### config.mk
export PLATFORM = sky130hd
export DESIGN_NAME = lidar_frame_parser_crc8_core_flat
export DESIGN_NICKNAME = d
export VERILOG_FILES = /design/src/rtl/core/lfp_pkg.sv /design/src/rtl/core/lfp_rx_if.sv /design/src/rtl/core/lfp_pt_if.sv /design/src/rtl/core/lidar_frame_parser_crc8_core.sv /design/src/rtl/core/lfp_ctrl.sv /design/src/rtl/core/lfp_dp.sv /design/src/flat_wrapper.sv
export SDC_FILE = /design/constraint.sdc
export NUM_CORES = 1
export LEC_CHECK = 0
export BUFFER_PORTS_ARGS = -buffer_cell sky130_fd_sc_hd__buf_2
export CORE_MARGIN = 4
export CORE_UTILIZATION = 49
export DETAILED_ROUTE_END_ITERATION = 10
export GPL_TIMING_DRIVEN = 0
export PLACE_DENSITY = 0.66
export SLEW_MARGIN = 25
export SYNTH_ARGS = -nofsm -noshare
export SYNTH_HDL_FRONTEND = slang
export SYNTH_SLANG_ARGS = --single-unit
### constraint.sdc
create_clock -name clk -period 6 [get_ports clk]
set_input_delay 0.3 -clock clk [delete_from_list [all_inputs] [get_ports clk]]
set_output_delay 0.3 -clock clk [all_outputs]
set_load 0.03 [all_outputs]
### src/rtl/core/lfp_pkg.sv
// shared types and constants for the lidar frame parser
`default_nettype none
package lfp_pkg;

	localparam int LFP_POINTS_PER_FRAME = 12;
	// byte offset of the first point in a frame
	localparam int LFP_POS_POINTS = 6;
	// end angle, timestamp
	localparam int LFP_TAIL_BYTES = 4;

	localparam logic [1:0] CFG_HEADER = 2'd0;
	localparam logic [1:0] CFG_VERLEN = 2'd1;
	localparam logic [1:0] CFG_POLY   = 2'd2;

	typedef enum logic [1:0] {
		ST_RECV,
		ST_READ,
		ST_LOAD
	} state_t;

	typedef enum logic [3:0] {
		FLD_HDR,
		FLD_VER,
		FLD_TEMP_LO,
		FLD_TEMP_HI,
		FLD_START_LO,
		FLD_START_HI,
		FLD_DIST_LO,
		FLD_DIST_HI,
		FLD_INTEN,
		FLD_END_LO,
		FLD_END_HI,
		FLD_TS_LO,
		FLD_TS_HI,
		FLD_CRC
	} fld_t;

	typedef struct packed {
		logic byte_we;
		fld_t fld;
		logic crc_clr;
		logic good_inc;
		logic mem_rd;
		logic out_load;
		logic emit_last;
	} cmd_t;

	typedef struct packed {
		logic hdr_ok;
		logic ver_ok;
		logic crc_ok;
	} sts_t;

endpackage
`default_nettype wire

### src/rtl/core/lfp_rx_if.sv
// received byte channel
`default_nettype none
interface lfp_rx_if;
	logic       valid;
	logic       ready;
	logic [7:0] rx_byte;

	modport source (output valid, output rx_byte, input ready);
	modport sink (input valid, input rx_byte, output ready);
endinterface
`default_nettype wire

### src/rtl/core/lfp_pt_if.sv
// point result channel
`default_nettype none
interface lfp_pt_if;
	logic        valid;
	logic        ready;
	logic [3:0]  point_index;
	logic [15:0] point_distance;
	logic [7:0]  point_intensity;
	logic [15:0] frame_temperature;
	logic [15:0] frame_start_angle;
	logic [15:0] frame_end_angle;
	logic [15:0] frame_timestamp;
	logic [15:0] good_frames;
	logic        last_point;

	modport source (
		output valid, output point_index, output point_distance, output point_intensity,
		output frame_temperature, output frame_start_angle, output frame_end_angle,
		output frame_timestamp, output good_frames, output last_point,
		input ready
	);
	modport sink (
		input valid, input point_index, input point_distance, input point_intensity,
		input frame_temperature, input frame_start_angle, input frame_end_angle,
		input frame_timestamp, input good_frames, input last_point,
		output ready
	);
endinterface
`default_nettype wire

### src/rtl/core/lidar_frame_parser_crc8_core.sv
// Lidar frame parser with CRC-8 check, top level.
// Takes one serial byte per transaction on rx and parses fixed-length frames (header, version,
// temperature, start angle, POINTS_PER_FRAME points of distance and intensity, end angle,
// timestamp, CRC byte; 47 bytes for 12 points). While a frame is being received one byte is
// accepted every cycle. When the CRC byte matches the running CRC-8 (msb first, zero start,
// polynomial from register 2) the points are read back from the point memory and sent on pt,
// each via a registered read (ST_READ) and an output register load (ST_LOAD) that waits while
// pt stalls; rx stays blocked until the last point is loaded. A wrong header or
// version byte, or a bad CRC, returns the parser to waiting for a header with nothing sent.
// Registers: 0 header byte (reset 84), 1 version byte (reset 44), 2 polynomial (reset 77);
// write them only while no frame is in progress.
`default_nettype none
module lidar_frame_parser_crc8_core
	import lfp_pkg::*;
#(
	parameter int POINTS_PER_FRAME = LFP_POINTS_PER_FRAME
) (
	input  wire logic       clk,
	input  wire logic       arst_n,
	input  wire logic       cfg_we,
	input  wire logic [1:0] cfg_index,
	input  wire logic [7:0] cfg_data,
	lfp_rx_if.sink          rx,
	lfp_pt_if.source        pt
);

	localparam int IW = (POINTS_PER_FRAME > 1) ? $clog2(POINTS_PER_FRAME) : 1;

	cmd_t          cmd;
	sts_t          sts;
	logic [IW-1:0] wr_addr;
	logic [IW-1:0] rd_addr;

	lfp_ctrl #(
		.POINTS_PER_FRAME(POINTS_PER_FRAME)
	) u_ctrl (
		.clk      (clk),
		.arst_n   (arst_n),
		.rx_valid (rx.valid),
		.rx_ready (rx.ready),
		.pt_ready (pt.ready),
		.pt_valid (pt.valid),
		.sts      (sts),
		.cmd      (cmd),
		.wr_addr  (wr_addr),
		.rd_addr  (rd_addr)
	);

	lfp_dp #(
		.POINTS_PER_FRAME(POINTS_PER_FRAME)
	) u_dp (
		.clk               (clk),
		.arst_n            (arst_n),
		.cfg_we            (cfg_we),
		.cfg_index         (cfg_index),
		.cfg_data          (cfg_data),
		.rx_byte           (rx.rx_byte),
		.cmd               (cmd),
		.wr_addr           (wr_addr),
		.rd_addr           (rd_addr),
		.sts               (sts),
		.point_index       (pt.point_index),
		.point_distance    (pt.point_distance),
		.point_intensity   (pt.point_intensity),
		.frame_temperature (pt.frame_temperature),
		.frame_start_angle (pt.frame_start_angle),
		.frame_end_angle   (pt.frame_end_angle),
		.frame_timestamp   (pt.frame_timestamp),
		.good_frames       (pt.good_frames),
		.last_point        (pt.last_point)
	);

	// output register is only overwritten once its transaction is done
	a_load_free: assert property (@(posedge clk) disable iff (!arst_n)
		cmd.out_load |-> (!pt.valid || pt.ready))
		else $error("point output overwritten while pending");

	// no point readout while bytes are being taken
	a_no_load_rx: assert property (@(posedge clk) disable iff (!arst_n)
		rx.ready |-> !cmd.out_load)
		else $error("point load during byte reception");

	// reception resumes right after the last point is loaded
	a_resume: assert property (@(posedge clk) disable iff (!arst_n)
		(cmd.out_load && cmd.emit_last) |=> rx.ready)
		else $error("reception did not resume after last point");

endmodule
`default_nettype wire

### src/rtl/core/lfp_ctrl.sv
// frame parser controller: byte position tracking and point readout sequencing
`default_nettype none
module lfp_ctrl
	import lfp_pkg::*;
#(
	parameter int POINTS_PER_FRAME = LFP_POINTS_PER_FRAME,
	localparam int IW = (POINTS_PER_FRAME > 1) ? $clog2(POINTS_PER_FRAME) : 1,
	localparam int CW = $clog2(POINTS_PER_FRAME + 1)
) (
	input  wire logic          clk,
	input  wire logic          arst_n,
	input  wire logic          rx_valid,
	output logic               rx_ready,
	input  wire logic          pt_ready,
	output logic               pt_valid,
	input  wire sts_t          sts,
	output cmd_t               cmd,
	output logic [IW-1:0]      wr_addr,
	output logic [IW-1:0]      rd_addr
);

	localparam int POS_END = LFP_POS_POINTS + 3 * POINTS_PER_FRAME;
	localparam int POS_CRC = POS_END + LFP_TAIL_BYTES;
	localparam int PW = $clog2(POS_CRC + 1);
	localparam logic [IW-1:0] LAST_IDX = IW'(POINTS_PER_FRAME - 1);

	state_t         state_q, state_d;
	logic [PW-1:0]  pos_q, pos_d;
	logic [1:0]     phase_q, phase_d;
	logic [CW-1:0]  cnt_q, cnt_d;
	logic [IW-1:0]  emit_q, emit_d;
	logic           out_valid_q;
	fld_t           fld_sel;

	// what the next byte of the frame is
	always_comb begin
		priority if (pos_q == PW'(0)) begin
			fld_sel = FLD_HDR;
		end else if (pos_q == PW'(1)) begin
			fld_sel = FLD_VER;
		end else if (pos_q == PW'(2)) begin
			fld_sel = FLD_TEMP_LO;
		end else if (pos_q == PW'(3)) begin
			fld_sel = FLD_TEMP_HI;
		end else if (pos_q == PW'(4)) begin
			fld_sel = FLD_START_LO;
		end else if (pos_q == PW'(5)) begin
			fld_sel = FLD_START_HI;
		end else if (pos_q < PW'(POS_END)) begin
			unique case (phase_q)
				2'd0:    fld_sel = FLD_DIST_LO;
				2'd1:    fld_sel = FLD_DIST_HI;
				default: fld_sel = FLD_INTEN;
			endcase
		end else if (pos_q == PW'(POS_END)) begin
			fld_sel = FLD_END_LO;
		end else if (pos_q == PW'(POS_END + 1)) begin
			fld_sel = FLD_END_HI;
		end else if (pos_q == PW'(POS_END + 2)) begin
			fld_sel = FLD_TS_LO;
		end else if (pos_q == PW'(POS_END + 3)) begin
			fld_sel = FLD_TS_HI;
		end else begin
			fld_sel = FLD_CRC;
		end
	end

	always_comb begin
		state_d  = state_q;
		pos_d    = pos_q;
		phase_d  = phase_q;
		cnt_d    = cnt_q;
		emit_d   = emit_q;
		rx_ready = 1'b0;
		cmd      = '0;
		cmd.fld  = fld_sel;
		unique case (state_q)
			ST_RECV: begin
				rx_ready = 1'b1;
				if (rx_valid) begin
					cmd.byte_we = 1'b1;
					pos_d = pos_q + PW'(1);
					unique case (fld_sel)
						FLD_HDR: begin
							if (!sts.hdr_ok) begin
								cmd.crc_clr = 1'b1;
								pos_d = '0;
							end
						end
						FLD_VER: begin
							phase_d = '0;
							cnt_d   = '0;
							if (!sts.ver_ok) begin
								cmd.crc_clr = 1'b1;
								pos_d = '0;
							end
						end
						FLD_DIST_LO: phase_d = 2'd1;
						FLD_DIST_HI: phase_d = 2'd2;
						FLD_INTEN: begin
							phase_d = 2'd0;
							cnt_d = cnt_q + CW'(1);
						end
						FLD_CRC: begin
							cmd.crc_clr = 1'b1;
							pos_d = '0;
							cnt_d = '0;
							if (sts.crc_ok) begin
								cmd.good_inc = 1'b1;
								emit_d = '0;
								state_d = ST_READ;
							end
						end
						default: ;
					endcase
				end
			end
			ST_READ: begin
				cmd.mem_rd = 1'b1;
				state_d = ST_LOAD;
			end
			ST_LOAD: begin
				cmd.emit_last = (emit_q == LAST_IDX);
				if (!out_valid_q || pt_ready) begin
					cmd.out_load = 1'b1;
					if (emit_q == LAST_IDX) begin
						state_d = ST_RECV;
					end else begin
						emit_d = emit_q + IW'(1);
						state_d = ST_READ;
					end
				end
			end
			default: state_d = ST_RECV;
		endcase
	end

	always_ff @(posedge clk or negedge arst_n) begin
		if (!arst_n) begin
			state_q     <= ST_RECV;
			pos_q       <= '0;
			phase_q     <= '0;
			cnt_q       <= '0;
			emit_q      <= '0;
			out_valid_q <= 1'b0;
		end else begin
			state_q <= state_d;
			pos_q   <= pos_d;
			phase_q <= phase_d;
			cnt_q   <= cnt_d;
			emit_q  <= emit_d;
			if (cmd.out_load) begin
				out_valid_q <= 1'b1;
			end else if (pt_ready) begin
				out_valid_q <= 1'b0;
			end
		end
	end

	assign pt_valid = out_valid_q;
	assign wr_addr  = cnt_q[IW-1:0];
	assign rd_addr  = emit_q;

endmodule
`default_nettype wire

### src/rtl/core/lfp_dp.sv
// frame parser datapath: config registers, crc, frame words, point memory, output register
`default_nettype none
module lfp_dp
	import lfp_pkg::*;
#(
	parameter int POINTS_PER_FRAME = LFP_POINTS_PER_FRAME,
	localparam int IW = (POINTS_PER_FRAME > 1) ? $clog2(POINTS_PER_FRAME) : 1
) (
	input  wire logic          clk,
	input  wire logic          arst_n,
	input  wire logic          cfg_we,
	input  wire logic [1:0]    cfg_index,
	input  wire logic [7:0]    cfg_data,
	input  wire logic [7:0]    rx_byte,
	input  wire cmd_t          cmd,
	input  wire logic [IW-1:0] wr_addr,
	input  wire logic [IW-1:0] rd_addr,
	output sts_t               sts,
	output logic [3:0]         point_index,
	output logic [15:0]        point_distance,
	output logic [7:0]         point_intensity,
	output logic [15:0]        frame_temperature,
	output logic [15:0]        frame_start_angle,
	output logic [15:0]        frame_end_angle,
	output logic [15:0]        frame_timestamp,
	output logic [15:0]        good_frames,
	output logic               last_point
);

	logic [7:0]  hdr_q, ver_q, poly_q;
	logic [7:0]  crc_q;
	logic [15:0] good_q;
	logic [15:0] temp_q, start_q, end_q, ts_q, dist_q;
	logic [23:0] mem [POINTS_PER_FRAME];
	logic [23:0] rd_data_s1;

	// msb-first crc-8, no reflection
	function automatic logic [7:0] crc8_step(input logic [7:0] crc, input logic [7:0] b,
			input logic [7:0] poly);
		logic [7:0] c;
		c = crc ^ b;
		for (int i = 0; i < 8; i++) begin
			c = c[7] ? ({c[6:0], 1'b0} ^ poly) : {c[6:0], 1'b0};
		end
		return c;
	endfunction

	assign sts.hdr_ok = (rx_byte == hdr_q);
	assign sts.ver_ok = (rx_byte == ver_q);
	assign sts.crc_ok = (rx_byte == crc_q);

	always_ff @(posedge clk or negedge arst_n) begin
		if (!arst_n) begin
			hdr_q  <= 8'd84;
			ver_q  <= 8'd44;
			poly_q <= 8'd77;
			crc_q  <= '0;
			good_q <= '0;
		end else begin
			if (cfg_we) begin
				unique case (cfg_index)
					CFG_HEADER: hdr_q  <= cfg_data;
					CFG_VERLEN: ver_q  <= cfg_data;
					CFG_POLY:   poly_q <= cfg_data;
					default: ;
				endcase
			end
			if (cmd.crc_clr) begin
				crc_q <= '0;
			end else if (cmd.byte_we) begin
				crc_q <= crc8_step(crc_q, rx_byte, poly_q);
			end
			if (cmd.good_inc) begin
				good_q <= good_q + 16'd1;
			end
		end
	end

	// frame words, little-endian
	always_ff @(posedge clk) begin
		if (cmd.byte_we) begin
			unique case (cmd.fld)
				FLD_TEMP_LO:  temp_q[7:0]   <= rx_byte;
				FLD_TEMP_HI:  temp_q[15:8]  <= rx_byte;
				FLD_START_LO: start_q[7:0]  <= rx_byte;
				FLD_START_HI: start_q[15:8] <= rx_byte;
				FLD_DIST_LO:  dist_q[7:0]   <= rx_byte;
				FLD_DIST_HI:  dist_q[15:8]  <= rx_byte;
				FLD_END_LO:   end_q[7:0]    <= rx_byte;
				FLD_END_HI:   end_q[15:8]   <= rx_byte;
				FLD_TS_LO:    ts_q[7:0]     <= rx_byte;
				FLD_TS_HI:    ts_q[15:8]    <= rx_byte;
				default: ;
			endcase
		end
	end

	// point memory: whole entry written on the intensity byte
	always_ff @(posedge clk) begin
		if (cmd.byte_we && cmd.fld == FLD_INTEN) begin
			mem[wr_addr] <= {rx_byte, dist_q};
		end
		if (cmd.mem_rd) begin
			rd_data_s1 <= mem[rd_addr];
		end
	end

	always_ff @(posedge clk) begin
		if (cmd.out_load) begin
			point_index       <= 4'(rd_addr);
			point_distance    <= rd_data_s1[15:0];
			point_intensity   <= rd_data_s1[23:16];
			frame_temperature <= temp_q;
			frame_start_angle <= start_q;
			frame_end_angle   <= end_q;
			frame_timestamp   <= ts_q;
			good_frames       <= good_q;
			last_point        <= cmd.emit_last;
		end
	end

endmodule
`default_nettype wire

### src/flat_wrapper.sv
// flat-port wrapper written by rule: the top's interface ports become plain ports
module lidar_frame_parser_crc8_core_flat import lfp_pkg::*;
#(
	parameter int POINTS_PER_FRAME = LFP_POINTS_PER_FRAME
)
  (clk, arst_n, cfg_we, cfg_index, cfg_data, rx_valid, rx_rx_byte, rx_ready, pt_valid, pt_point_index, pt_point_distance, pt_point_intensity, pt_frame_temperature, pt_frame_start_angle, pt_frame_end_angle, pt_frame_timestamp, pt_good_frames, pt_last_point, pt_ready);
  lfp_rx_if rx_i ();
  lfp_pt_if pt_i ();
  input  wire logic clk;
  input  wire logic arst_n;
  input  wire logic cfg_we;
  input  wire logic [1:0] cfg_index;
  input  wire logic [7:0] cfg_data;
  input wire logic [$bits(rx_i.valid)-1:0] rx_valid;
  input wire logic [$bits(rx_i.rx_byte)-1:0] rx_rx_byte;
  output wire logic [$bits(rx_i.ready)-1:0] rx_ready;
  output wire logic [$bits(pt_i.valid)-1:0] pt_valid;
  output wire logic [$bits(pt_i.point_index)-1:0] pt_point_index;
  output wire logic [$bits(pt_i.point_distance)-1:0] pt_point_distance;
  output wire logic [$bits(pt_i.point_intensity)-1:0] pt_point_intensity;
  output wire logic [$bits(pt_i.frame_temperature)-1:0] pt_frame_temperature;
  output wire logic [$bits(pt_i.frame_start_angle)-1:0] pt_frame_start_angle;
  output wire logic [$bits(pt_i.frame_end_angle)-1:0] pt_frame_end_angle;
  output wire logic [$bits(pt_i.frame_timestamp)-1:0] pt_frame_timestamp;
  output wire logic [$bits(pt_i.good_frames)-1:0] pt_good_frames;
  output wire logic [$bits(pt_i.last_point)-1:0] pt_last_point;
  input wire logic [$bits(pt_i.ready)-1:0] pt_ready;
  assign rx_i.valid = rx_valid;
  assign rx_i.rx_byte = rx_rx_byte;
  assign rx_ready = rx_i.ready;
  assign pt_valid = pt_i.valid;
  assign pt_point_index = pt_i.point_index;
  assign pt_point_distance = pt_i.point_distance;
  assign pt_point_intensity = pt_i.point_intensity;
  assign pt_frame_temperature = pt_i.frame_temperature;
  assign pt_frame_start_angle = pt_i.frame_start_angle;
  assign pt_frame_end_angle = pt_i.frame_end_angle;
  assign pt_frame_timestamp = pt_i.frame_timestamp;
  assign pt_good_frames = pt_i.good_frames;
  assign pt_last_point = pt_i.last_point;
  assign pt_i.ready = pt_ready;
  lidar_frame_parser_crc8_core #(.POINTS_PER_FRAME(POINTS_PER_FRAME)) u_core (.clk(clk), .arst_n(arst_n), .cfg_we(cfg_we), .cfg_index(cfg_index), .cfg_data(cfg_data), .rx(rx_i), .pt(pt_i));
endmodule
==> impl_results.md, run 1 <==
- Syn_nets: 1,263
- Clock Tree Buf Depth: 3
- Initial core utilization: 0.498
- Area of placed instances: 0.0241 mm^2
- DRT iter0 DRCs: 1,075
- Worst relative slew slack: 0.348
- CTS root buf: clkbuf_16
- Initial antenna violation count: 0
- Worst stage delay on the critical path: 0.73 ns
- Share of layout cells above drive strength 1: 0.261
- Post-CTS setup buffer count: 0
- Global Route Usage Sum: 0.195
- RSZ-0062 raised after global routing: no
- Worst Setup End Kind: flop
- Hold_buf cts: 9
- Reg clk slew, reported paths: 0.06 ns
- Layout Utilization: 0.584
- Reg-to-Reg End: u_core.u_dp.mem[0][8]$_DFFE_PP_
- EDFF count, synth: 501
- Router iterations before antenna repair: 5
- Largest net degree at the start of global routing: 52
- Syn Area/Cell: 18.0 um^2
- Max Slew Vio Count: 0
- Final worst slack: 1.66 ns
- Slowest-stage cell, CP: nor4_2
- DR vias/cell: 5.56
- Rows: 77
- Antenna diodes: 0
- Outcome: completed
- Hold slack final: 0.115 ns
- First-pass GRT wire length: 71.3 mm
- H-tree Lvls: 2
- R2r startpoint: u_core.u_ctrl.pos_q[1]$_DFFE_PN0P_
- Final Setup Violations: 0
- Setup TNS: 0 ns
- Yosys reg bits: 568
- CTS Sinks: 568
- Core ar.: 0.0445 mm^2
- Final hold viol count: 0
- Worst path cell trace: inv_1, ha_1, clkbuf_1, o2bb2ai_1, a21oi_1, a311oi_1, a21boi_0, nor2_1, a22oi_1, or3_1, clkbuf_1, nor4_2, buf_4, buf_2, buf_2
- Synthesized instance count: 1,230
- Min cycle time layout: 4.34 ns
- Commonest non-fill, non-tap cells in the layout: edfxtp_1, buf_2, nand2_1
- Post-DRT Antenna Nets: 0
- Skew-Pair Late Insertion Delay: 0.60 ns
- Drt drc: 0
- Drt wl/cell: 22.1 um
- Synth unique cells: 68
- Die height: 221 um
- FF-to-FF path depth: 15
- Die area: 0.0487 mm^2
- Register area share after synthesis: 0.755
- Crit start category: flop
- Post-Place Worst Slack: 1.38 ns
- Number of max-cap violations: 0
- WP data arrival: 4.63 ns
- HP Class: primary input to asynchronous set/reset pin
- DR vias: 11,700
- Die Wd: 221 um
- Async SR Flop Fraction: 0.118
- TritonCTS clock tree: done
- Leakage power: 9.01 nW
- Fmax: 230 MHz
- Num CTS Buffers: 54
- PostCTS Resize Cnt: 0
- Warnings, synthesis: 0
- Post-Route WL: 46.4 mm
- CP Max Fanout: 9
- Final Wtd Congestion: 0.859
- Worst path required time: 6.29 ns
- Kind of critical path: flop to flop
- Post-DP HPWL: 30.5 mm
- Most common cell after layout, fill and taps aside: edfxtp_1
- GRT overflow: 0
- Final net count: 1,496
- Dominant synthesized flop cell: edfxtp_1
- R2R Setup Slk: 1.66 ns
- Worst Skew: 0.0116 ns
- Post-route cell area: 0.0260 mm^2
- Worst vdd ir: 0.267 mV
- Synth Cell Area: 0.0222 mm^2
- Power density cells: 364 mW/mm^2
- IO Port Bufs: 133
- Vias in the first global route: 11,600
- IO Pins: 134
- Measured slew at the worst slew-check pin: 0.970 ns
- Layout overhead on the synthesized area: 17.3%
- Final worst path period share: 0.724
-- power by group --
group / total [mW] / internal, mW / switching, mW
registers: 4.43 / 4.37 / 0.0619
logic: 1.59 / 0.686 / 0.906
clock network: 3.42 / 2.01 / 1.42
total: 9.45 / 7.06 / 2.38
-- stage by stage --
step / instances / total power, mW
CTS: 2099 / 9.52
global route: 2099 / 9.85
global placement: 1955 / 6.05
finish: 2099 / 9.45
detailed placement: 1990 / 6.08
floorplan: 1230 / 5.70
-- routing by layer --
layer | wire length, um | vias to the layer above | track usage
met1 | 19900 | 6015 | 0.275
met5 | 0 | - | 0
met2 | 23200 | 326 | 0.325
met4 | 897 | 0 | 0.0458
met3 | 2420 | 67 | 0.0324
li1 | - | 5261 | -
-- Yosys cell counts (4+ instances only) --
cell type | count | share of area
edfxtp_1 | 501 | 0.68
nand2_1 | 100 | 0.017
mux4_2 | 72 | 0.073
dfrtp_1 | 57 | 0.064
xnor2_1 | 49 | 0.019
o21ai_0 | 48 | 0.011
nor2_1 | 46 | 0.0078
clkbuf_1 | 36 | 0.0061
mux2i_1 | 29 | 0.013
mux2_2 | 28 | 0.014
xor2_1 | 27 | 0.011
nand3_1 | 20 | 0.0045
a21oi_1 | 16 | 0.0036
nor3_1 | 14 | 0.0032
and3_1 | 12 | 0.0034
and2_1 | 11 | 0.0031
inv_1 | 11 | 0.0019
dfstp_2 | 10 | 0.012
ha_1 | 10 | 0.0056
nand4_1 | 10 | 0.0028
buf_1 | 9 | 0.0015
nor4_1 | 9 | 0.0025
nor2b_1 | 8 | 0.0023
o31ai_1 | 7 | 0.0024
o21a_1 | 6 | 0.0020
o21ai_1 | 6 | 0.0014
nand2b_1 | 5 | 0.0014
o211ai_1 | 5 | 0.0017
xnor3_1 | 5 | 0.0051
buf_2 | 4 | 0.00090
-- area by class of cell --
type                            instances  area [um^2]
Multi-Input combinational cell        601         5280
Sequential cell                       568        16700
Clock buffer                           73         1500
Timing Repair Buffer                  177         1200
Clock inverter                         27          293
Tap cell                              592          741
Buffer                                 49          194
Inverter                               12         45.0
Fill cell                            3348        18500
-- critical path: cells and delay by family, from the launching register on --
| family | cells | cell delay [ns] |
|---|---|---|
| adder cells (fa/ha/maj) | 1 | 0.19 |
| flip-flops | 1 | 0.42 |
| buffers and inverters | 6 | 1.25 |
| AO/OA/AOI/OAI | 5 | 0.87 |
| AND/OR/NAND/NOR | 3 | 1.32 |
-- logic make-up (layout without fill, tap and decap cells) --
group,after synthesis,after routing,synth area share
mux,130,130,0.101
flops,568,568,0.755
xor+xnor,84,84,0.0377
simple gates,253,253,0.0539
compound gates,124,124,0.0360
buf+inv,61,338,0.0106
fa+ha+maj,10,10,0.00565
-- worst max path at each step --
stage                                       start                               end  slack [ns]  cells after the start
2_1_floorplan  u_core.u_ctrl.pos_q[0]$_DFFE_PN0P_   u_core.u_dp.mem[3][0]$_DFFE_PP_        0.74                     12
3_3_place_gp   u_core.u_ctrl.pos_q[0]$_DFFE_PN0P_   u_core.u_dp.mem[3][8]$_DFFE_PP_       -2.27                     12
3_5_place_dp                        rx_rx_byte[7]  u_core.u_dp.crc_q[6]$_DFFE_PN0P_        1.38                     14
4_1_cts        u_core.u_ctrl.pos_q[1]$_DFFE_PN0P_   u_core.u_dp.mem[0][8]$_DFFE_PP_        1.62                     15
5_1_grt        u_core.u_ctrl.pos_q[1]$_DFFE_PN0P_   u_core.u_dp.mem[0][8]$_DFFE_PP_        1.31                     15
6_report       u_core.u_ctrl.pos_q[1]$_DFFE_PN0P_   u_core.u_dp.mem[0][8]$_DFFE_PP_        1.66                     15
-- sequential cells by signal, indices dropped and copies added, names as in the netlist, 4 cells and up --
signal	flops
u_core.u_dp.mem	288
u_core.u_dp.rd_data_s1	24
u_core.u_dp.dist_q	16
u_core.u_dp.end_q	16
u_core.u_dp.frame_end_angle	16
u_core.u_dp.frame_start_angle	16
u_core.u_dp.frame_temperature	16
u_core.u_dp.frame_timestamp	16
u_core.u_dp.good_frames	16
u_core.u_dp.good_q	16
u_core.u_dp.point_distance	16
u_core.u_dp.start_q	16
u_core.u_dp.temp_q	16
u_core.u_dp.ts_q	16
u_core.u_dp.crc_q	8
u_core.u_dp.hdr_q	8
u_core.u_dp.point_intensity	8
u_core.u_dp.poly_q	8
u_core.u_dp.ver_q	8
u_core.u_ctrl.pos_q	6
u_core.u_ctrl.rd_addr	4
u_core.u_ctrl.wr_addr	4
u_core.u_dp.point_index	4
(Power assumes the default switching activity.)
==> run 2: changes to the inputs <==
--- a/config.mk
+++ b/config.mk
@@ -10,7 +10,7 @@
 export CORE_UTILIZATION = 49
 export DETAILED_ROUTE_END_ITERATION = 10
 export GPL_TIMING_DRIVEN = 0
-export PLACE_DENSITY = 0.66
+export PLACE_DENSITY = 0.69
 export SLEW_MARGIN = 25
 export SYNTH_ARGS = -nofsm -noshare
 export SYNTH_HDL_FRONTEND = slang
==> constraint.sdc (replaced) <==
create_clock -name clk -period 3.8 [get_ports clk]
set_input_delay 0.19 -clock clk [delete_from_list [all_inputs] [get_ports clk]]
set_output_delay 0.19 -clock clk [all_outputs]
set_load 0.03 [all_outputs]
==> run 2 against run 1 <==
Net effect: critical path depth down 1; maximum frequency rose by 16%; critical endpoint is now u_core.u_dp.crc_q[7]$_DFFE_PN0P_; design area up 2.4%; clock skew grew 0.018 ns; utilization increased by 1.4 points.
==> impl_results.md, run 2 (synthesis gave the netlist of run 1 again) <==
- Outcome: completed
- Vias in the first global route: 11,900 (+2.3%)
- Worst relative slew slack: 0.358 (+0.00948)
- Crit start category: flop
- Final worst path period share: 0.987 (+0.263)
- Post-DRT Antenna Nets: 0 (unchanged)
- Largest Register: u_core.u_dp.mem
- Flip-flop count of the largest register after layout: 288 (unchanged)
- Fin cells: 2,121 (+1.0%)
- Hold slack final: 0.0472 ns (-0.0680 ns)
- Min cycle time layout: 3.75 ns (-0.592 ns)
- Final net count: 1,519 (+1.5%)
- Die Wd: 221 um (unchanged)
- Final hold viol count: 0 (unchanged)
- Initial antenna violation count: 1 (+1)
- Antenna diodes: 0 (unchanged)
- WP data arrival: 4.26 ns (-0.37 ns)
- H-tree Lvls: 2 (unchanged)
- Met1 Resource Use GR: 0.275 (about the same)
- Worst vdd ir: 0.502 mV (+88%)
- Met3 Use GR: 0.0385 (+0.00604)
- Layout Utilization: 0.598 (+0.0139)
- DRT iter0 DRCs: 1,038 (-3.4%)
- Core ar.: 0.0445 mm^2 (unchanged)
- HP Class: primary input to flop
- Measured slew at the worst slew-check pin: 0.964 ns (-0.00675 ns)
- Layout overhead on the synthesized area: 20.1%
- First-pass GRT wire length: 73.0 mm (+2.3%)
- # fillers: 3,320 (-0.84%)
- IO Port Bufs: 133 (unchanged)
- Largest regs: u_core.u_dp.mem: 288 flops, u_core.u_dp.rd_data_s1: 24 flops
- TritonCTS clock tree: done
- GRT overflow: 0 (unchanged)
- Power density cells: 581 mW/mm^2 (+60%)
- Number of max-cap violations: 0 (unchanged)
- Commonest non-fill, non-tap cells in the layout: edfxtp_1, buf_2, nand2_1
- Share of layout cells above drive strength 1: 0.303 (+0.0427)
- Max Slew Vio Count: 0 (unchanged)
- Router iterations before antenna repair: 5 (unchanged)
- CTS Sinks: 568 (unchanged)
- Drt drc: 0 (unchanged)
- DR vias/cell: 5.61 (+0.98%)
- CTS root buf: clkbuf_16
- M2 GR Usage: 0.333 (+0.00772)
- Reg clk slew, reported paths: 0.06 ns (about the same)
- Post-Route WL: 48.4 mm (+4.3%)
- Overall Power: 15.5 mW (+64%)
- Die area: 0.0487 mm^2 (unchanged)
- Cell Count Post-Placement: 1,978 (-0.60%)
- Initial core utilization: 0.498 (unchanged)
- Top Usage Layer GRT: met2
- Worst Skew: 0.0300 ns (+0.0184 ns)
- RSZ-0062 raised after global routing: yes
- Worst Setup End Kind: flop
- Die height: 221 um (unchanged)
- Post-DP HPWL: 29.7 mm (-2.6%)
- Largest net degree at the start of global routing: 52 (unchanged)
- Num CTS Buffers: 55 (+1.9%)
- Final Setup Violations: 0 (unchanged)
- Fmax: 267 MHz (+16%)
- Worst path required time: 4.31 ns (-1.98 ns)
- Final Wtd Congestion: 0.889 (+3.4%)
- IO Pins: 134 (unchanged)
- Rows: 77 (unchanged)
- Leakage power: 9.17 nW (+1.8%)
- DR vias: 11,900 (+2.0%)
- CP Max Fanout: 6 (-3)
- Kind of critical path: flop to flop
- Global Route Usage Sum: 0.201 (+0.00575)
- Drt wl/cell: 22.8 um (+3.2%)
- Skew-Pair Late Insertion Delay: 0.61 ns (about the same)
- Most common cell after layout, fill and taps aside: edfxtp_1
- Clock Tree Buf Depth: 3 (unchanged)
run 2: cell count changes in the layout (fill, tap and decap cells not counted), moves of 6 or more:
cell      change
buf_2        -23
clkbuf_1      -7
xnor2_1       -6
and2_4        +6
buf_4        +36
run 2: routing by layer:
layer  vias to the layer above  share of wire
li1                       5309              -
met1                      6111           0.41
met2                       420           0.50
met3                        67          0.062
met4                         0          0.024
met5                         -              0
run 2: final timing paths:
path,cells after the start,startpoint,to,slack [ns]
max in group asynchronous,3,arst_n,u_core.u_dp.good_q[4]$_DFFE_PN0P_,2.55
max,14,u_core.u_dp.crc_q[7]$_DFFE_PN0P_,u_core.u_dp.crc_q[7]$_DFFE_PN0P_,0.05
max reg2reg,14,u_core.u_dp.crc_q[7]$_DFFE_PN0P_,u_core.u_dp.crc_q[7]$_DFFE_PN0P_,0.05
min,3,cfg_index[1],u_core.u_dp.hdr_q[5]$_DFFE_PN0P_,0.05
min reg2reg,0,u_core.u_dp.temp_q[1]$_DFFE_PP_,u_core.u_dp.frame_temperature[1]$_DFFE_PP_,0.42
min in group asynchronous,3,arst_n,u_core.u_dp.poly_q[4]$_DFFE_PN0P_,0.12
run 2: power breakdown:
group          total, mW  internal, mW  switching (mW)
Combinational       3.20          1.49            1.71
Clock               5.25          2.98            2.26
Sequential          7.01          6.90           0.105
Total               15.5          11.4            4.08
run 2: what timing repair did:
item                                   in CTS  in global routing
hold buffers                               11                  0
resized for setup                          32                 52
pin swaps                                  13                 31
cloned                                      2                  1
buffers inserted                           12                 19
endpoints found under the hold margin      83                  0
setup endpoints to repair                 254                269
run 2: worst max-delay path, stage by stage (launching register included):
cell	delay [ns]
dfrtp_2	0.44
xor2_2	0.21
buf_6	0.20
xnor2_4	0.16
mux2_4	0.33
a22oi_4	0.20
mux2i_2	0.28
xor3_2	0.52
o21a_1	0.17
o31a_1	0.30
o211ai_4	0.21
buf_6	0.16
nand3_2	0.10
xnor2_2	0.18
o31ai_1	0.19
run 2: layout make-up:
class,count,area [um^2],area share
Sequential cell,568,16700,0.629
Multi-Input combinational cell,603,5700,0.214
Clock buffer,72,1500,0.0564
Timing Repair Buffer,199,1440,0.0541
Tap cell,592,741,0.0278
Clock inverter,28,238,0.00893
Buffer,47,206,0.00776
Inverter,12,46.3,0.00174
run 2: through the flow:
step	setup WS [ns]	setup TNS (ns)	instance area [um^2]
2_1_floorplan	-0.253	-18.18	22200
3_3_place_gp	-1.95	-309.08	23600
3_5_place_dp	-0.803	-62.33	24000
4_1_cts	0.000615	0	26200
5_1_grt	-0.0530	-0.266	26600
6_report	0.0480	0	26600
